===== src/rtl/sse_div.sv =====
// Pipelined restoring divider, one quotient bit per stage, with side payload.
module sse_div #(
    parameter int ND = 13,
    parameter int DW = 7,
    parameter int PW = 1
) (
    input  logic          clk,
    input  logic          rst_n,
    input  logic          en,
    input  logic          in_valid,
    input  logic [ND-1:0] dividend,
    input  logic [DW-1:0] divisor,
    input  logic [PW-1:0] payload,
    output logic          out_valid,
    output logic [ND-1:0] quotient,
    output logic [DW-1:0] remainder,
    output logic [PW-1:0] out_payload
);

    logic          valid_reg [ND];
    logic [ND-1:0] dq_reg    [ND];
    logic [DW-1:0] rem_reg   [ND];
    logic [DW-1:0] dsr_reg   [ND];
    logic [PW-1:0] pay_reg   [ND];

    for (genvar k = 0; k < ND; k++) begin : g_stage
        logic          v_in;
        logic [ND-1:0] dq_in;
        logic [DW-1:0] rem_in;
        logic [DW-1:0] dsr_in;
        logic [PW-1:0] pay_in;
        logic [DW:0]   trial;
        logic          fits;
        logic [DW-1:0] rem_next;
        logic [ND-1:0] dq_next;

        if (k == 0) begin : g_first
            assign v_in   = in_valid;
            assign dq_in  = dividend;
            assign rem_in = '0;
            assign dsr_in = divisor;
            assign pay_in = payload;
        end else begin : g_rest
            assign v_in   = valid_reg[k-1];
            assign dq_in  = dq_reg[k-1];
            assign rem_in = rem_reg[k-1];
            assign dsr_in = dsr_reg[k-1];
            assign pay_in = pay_reg[k-1];
        end

        // Bring down the next dividend bit and try the subtraction
        always_comb
        begin
            trial    = {rem_in, dq_in[ND-1]};
            fits     = trial >= {1'b0, dsr_in};
            rem_next = fits ? DW'(trial - {1'b0, dsr_in}) : trial[DW-1:0];
            dq_next  = {dq_in[ND-2:0], fits};
        end

        // Advance the valid bit
        always_ff @(posedge clk or negedge rst_n)
        begin
            if (!rst_n)
            begin
                valid_reg[k] <= 1'b0;
            end
            else if (en)
            begin
                valid_reg[k] <= v_in;
            end
        end

        // Advance the working values
        always_ff @(posedge clk)
        begin
            if (en)
            begin
                dq_reg[k]  <= dq_next;
                rem_reg[k] <= rem_next;
                dsr_reg[k] <= dsr_in;
                pay_reg[k] <= pay_in;
            end
        end
    end

    assign out_valid   = valid_reg[ND-1];
    assign quotient    = dq_reg[ND-1];
    assign remainder   = rem_reg[ND-1];
    assign out_payload = pay_reg[ND-1];

endmodule


===== config.mk =====
export PLATFORM = sky130hd
export DESIGN_NAME = sse_div
export DESIGN_NICKNAME = d
export VERILOG_FILES = /design/src/rtl/sse_div.sv
export SDC_FILE = /design/constraint.sdc
export NUM_CORES = 1
export LEC_CHECK = 0
export ABC_AREA = 1
export BUFFER_PORTS_ARGS = -buffer_cell sky130_fd_sc_hd__buf_2
export CELL_PAD_IN_SITES_DETAIL_PLACEMENT = 1
export CELL_PAD_IN_SITES_GLOBAL_PLACEMENT = 2
export CORE_MARGIN = 2
export CORE_UTILIZATION = 29
export CTS_BUF_LIST = sky130_fd_sc_hd__clkbuf_8
export CTS_CLUSTER_DIAMETER = 30
export DETAILED_ROUTE_END_ITERATION = 6
export PLACE_DENSITY_LB_ADDON = 0.1
export SYNTH_ARGS = -nofsm -noshare
export SYNTH_HDL_FRONTEND = slang
export SYNTH_SLANG_ARGS = --single-unit
export TNS_END_PERCENT = 20

===== constraint.sdc =====
create_clock -name clk -period 4.2 [get_ports clk]
set_clock_uncertainty 0.2 [all_clocks]
set_input_delay 0.21 -clock clk [delete_from_list [all_inputs] [get_ports clk]]
set_output_delay 0.21 -clock clk [all_outputs]
set_load 0.005 [all_outputs]

Word-level counts from Yosys, hierarchy flattened
Memories as Yosys holds them, arrays and structs flattened.
Index checks and enable logic that the tools add are counted.
- flip-flop bits (word level): 13
- bits in latches: 0
- bits in writable memories: 364
- bits in read-only memories: 0
- bits of input ports: 25
- output and inout port bits: 22
- word-level logic and storage cells: 58
- memories kept: 4
- memory list (name ; depth ; bits a word ; read ports ; clocked after Yosys merged registers in ; wr ports ; RTL line ; source):
    dq_reg ; 13 ; 13 ; 13 ; 0 ; 13 ; 21 ; logic [ND-1:0] dq_reg [ND];
    dsr_reg ; 13 ; 7 ; 12 ; 0 ; 13 ; 23 ; logic [DW-1:0] dsr_reg [ND];
    rem_reg ; 13 ; 7 ; 13 ; 0 ; 13 ; 22 ; logic [DW-1:0] rem_reg [ND];
    pay_reg ; 13 ; 1 ; 13 ; 0 ; 13 ; 24 ; logic [PW-1:0] pay_reg [ND];
- add/sub/neg operators: 13
- $mul: 0
- divide/modulo/power cells: 0
- order comparisons: 13
- equal/unequal tests: 0
- shift operators: 0
- muxes and demuxes: 15
- bitwise operators: 0
- reduce and logical (&&, ||, !) cells: 0
- operators by type and width (operator ; count):
    8-bit by 7-bit greater-or-equal comparator with 1-bit output ; 12
    7-bit two-way mux ; 13
    7-bit subtractor ; 12
    1-bit by 7-bit greater-or-equal comparator with 1-bit output ; 1
    1-bit by 7-bit subtractor with 7-bit output ; 1
    1-bit two-way mux ; 2

Depth between registers and ports, before layout
An unclocked memory read counts as a cell.
- depth in word-level cells: 3
- depth in mapped cells: 11
- mapped depth without buffers: 11

Worst setup path before layout
Ideal clock, no wire load.
- path kind: flip-flop to flip-flop
- from: memory dsr_reg[4][0] (netlist: dsr_reg[1][0])
- to: memory rem_reg[5][5] (netlist: rem_reg[0][40]), data pin
- setup time: 0.253 ns
- arrival time: 1.570 ns
- data required time: 3.747 ns
- slack: 2.177 ns
- cell stages (with the launch flop): 11
- path buffers: 0
- period minus slack after synthesis: 2.023 ns
- cell sequence: edfxtp_1 > ha_1 > fa_1 > inv_1 > nand2_1 > nand2_1 > nand2_1 > o21ai_0 > nand2_1 > nand3_1 > nand2_1
- RTL lines (item ; RTL line):
    start: declaration ; 23
    end: declaration ; 22

==> metrics.csv <==
metric;value;unit
Seq pwr share;0.368;
Ys Warns;0;
placed insts;2396;
Clock transition at path regs;50;ps
post-synthesis sequential area ratio;0.636;
Post-Synthesis Cells;1573;
Placer Congestion;0.760;
largest area contributor in the netlist;edfxtp_1;
routed len/inst;14.4;µm
Leak;9.32;nW
outcome;finished, final reports clean;
Filler Cells Inserted;6522;
largest net degree at the start of global routing;111;
clock root buffer master;clkbuf_8;
Slew Limit Fails;0;
PwrDens;662;nW/µm²
net switching power of the design;4.48;mW
die width;249;µm
Top FF cell, synth;edfxtp_1;
Register Area;11000;µm²
worst path arrival time;2580;ps
unique cell type count in the Yosys netlist;22;
initial antenna violation count;1;
initial DRC count;415;
Mapped Avg Cell Area;11.0;µm²
Die ar.;61900;µm²
Worst Tran Pin Value;841;ps
global-route wire length before repair;63.0;mm
Worst EP required;4410;ps
clock sink count;370;
I/O pin cnt;47;
Die Ht;249;µm
setup TNS;0;ps
top cells by area, synth;edfxtp_1 62%, nand2_1 9.7%, ha_1 6.2%;
asr flop ratio synth;0.0351;
DRC violations left;0;
critical path peak fanout;5;
Multi-input gate area;5240;µm²
smallest hold slack;82.8;ps
max FFs per register;169;
Setup crit start kind;flip-flop;
total gr overflow;0;
Tcrit/Tclk final;0.564;
vias in the first global route;12100;
max-cap violation count;0;
Detail Placement HPWL;27.1;mm
CTS tree;done;
Cell Area, Placed;18600;µm²
Mapped Area;17400;µm²
port bufs;46;
Non-Filler Instances;2623;
Final ANT Viol Nets;0;
htree depth;3;
Clock power frac;0.374;
first-pass iteration count of the detailed router;6;
Final setup viols;0;
via count;11100;
Final Hold Vio Count;0;
Post-synth EDFFs;357;
Tot Pwr;14.1;mW
area share of the largest cell type after synthesis;0.617;
Max transition margin;0.439;
Rows;89;
Setup crit end kind;flip-flop;
clk buf depth;3;
drt total wl;37.7;mm
worst-skew pair later-pin latency;660;ps
gr usage total;0.127;
internal cell power;9.65;mW
initial core utilization;0.294;
most frequent cell after synthesis;nand2_1;
Final Cell Area;21400;µm²
final core occ;0.361;
Sw Ratio;0.317;
Worst Setup Path Type;flip-flop to flip-flop;
VDD IR max;0.000278;V
RSZ-0062 raised after global routing;false;
pre-CTS setup slack;1760;ps
Setup WS post-layout;1830;ps
Final #Nets;1888;
Min Clock Period, post-route;2370;ps
Syn Nets;1696;
Synth top cells by count;447 x nand2_1, 357 x edfxtp_1, 286 x inv_1;
Area growth, synth to finish;22.9;%
HP Class;input pin to flip-flop;
Vias per Instance;4.22;
Core Region;59100;µm²
cts bufs inserted;102;
share of cells above drive strength 1;0.143;
synthesis-stage register bit count;370;
Fmax;422;MHz
Gate power share;0.258;
[final timing paths]
path / start / endpoint / slack [ps] / cells past startpoint
min: dividend[11] / dq_reg[0][12]$_DFFE_PP_ / 80 / 2
min in group asynchronous: rst_n / g_stage[3].v_in$_DFFE_PN0P_ / 420 / 3
max in group asynchronous: rst_n / g_stage[5].v_in$_DFFE_PN0P_ / 2990 / 3
max: dsr_reg[2][14]$_DFFE_PP_ / rem_reg[1][26]$_DFFE_PP_ / 1830 / 10
min reg2reg: dq_reg[4][14]$_DFFE_PP_ / dq_reg[5][2]$_DFFE_PP_ / 210 / 0
max reg2reg: dsr_reg[2][14]$_DFFE_PP_ / rem_reg[1][26]$_DFFE_PP_ / 1830 / 10
[power groups by stage]
stage / Combinational, mW / Sequential (mW) / Clock [mW]
final: 3.64 / 5.20 / 5.28
after global routing: 4.26 / 5.27 / 5.69
after CTS: 3.75 / 5.23 / 5.50
after detailed placement: 3.70 / 5.28 / 0
after global placement: 3.66 / 5.29 / 0
after floorplan: 2.75 / 5.11 / 0
[per-layer routing]
metal | routed length, µm | vias to the layer above | part of all wire | track usage
li1 | - | 5660 | - | -
met1 | 18200 | 5209 | 0.48 | 0.166
met2 | 17300 | 143 | 0.46 | 0.201
met3 | 1410 | 64 | 0.037 | 0.0282
met4 | 850 | 0 | 0.023 | 0.0542
met5 | 0 | - | 0 | 0
[critical path: stages (launching register included)]
cell	delay [ps]
edfxtp_1	460
ha_1	260
fa_1	420
inv_1	120
nand2_1	60
nand2_1	80
nand2_1	80
o21ai_0	80
nand2_1	170
nand3_1	110
nand2_1	70
[timing repair]
item                      CTS  global route
hold buffers               38             0
hold endpoints to repair  132             0
setup buffers               0             0
resized for setup           0             0
[kinds of logic (layout without fill, tap and decap cells)]
group / after synthesis / count (layout) / share of synthesized area
adder cells (fa/ha/maj): 98 / 98 / 0.0758
AND/OR/NAND/NOR: 712 / 712 / 0.182
XOR/XNOR: 26 / 26 / 0.0131
buffers and inverters: 289 / 565 / 0.0625
AO/OA/AOI/OAI: 77 / 77 / 0.0300
flip-flops: 370 / 370 / 0.636
multiplexers: 1 / 1 / 0.000648
other: 0 / 1 / 0
[layout make-up]
type / instances / area share
diodes: 1 / 0.000117
clock buffers: 109 / 0.0703
clock inverters: 79 / 0.0387
inverters: 286 / 0.0503
multi-input cells: 914 / 0.245
flip-flops and latches: 370 / 0.517
well taps: 773 / 0.0453
repair buffers: 91 / 0.0327
[layout by cell type (no fill, tap or decap), drive strengths merged, types with 24 or more instances in the layout]
cell         count
nand2          447
edfxtp         357
inv            301
nand3          152
clkbuf         109
ha              86
nor2            75
buf             53
o21ai           42
dlygate4sd3     38
a21oi           35
clkinv          35
nand4           24
xnor2           24
(Power assumes the default switching activity.)
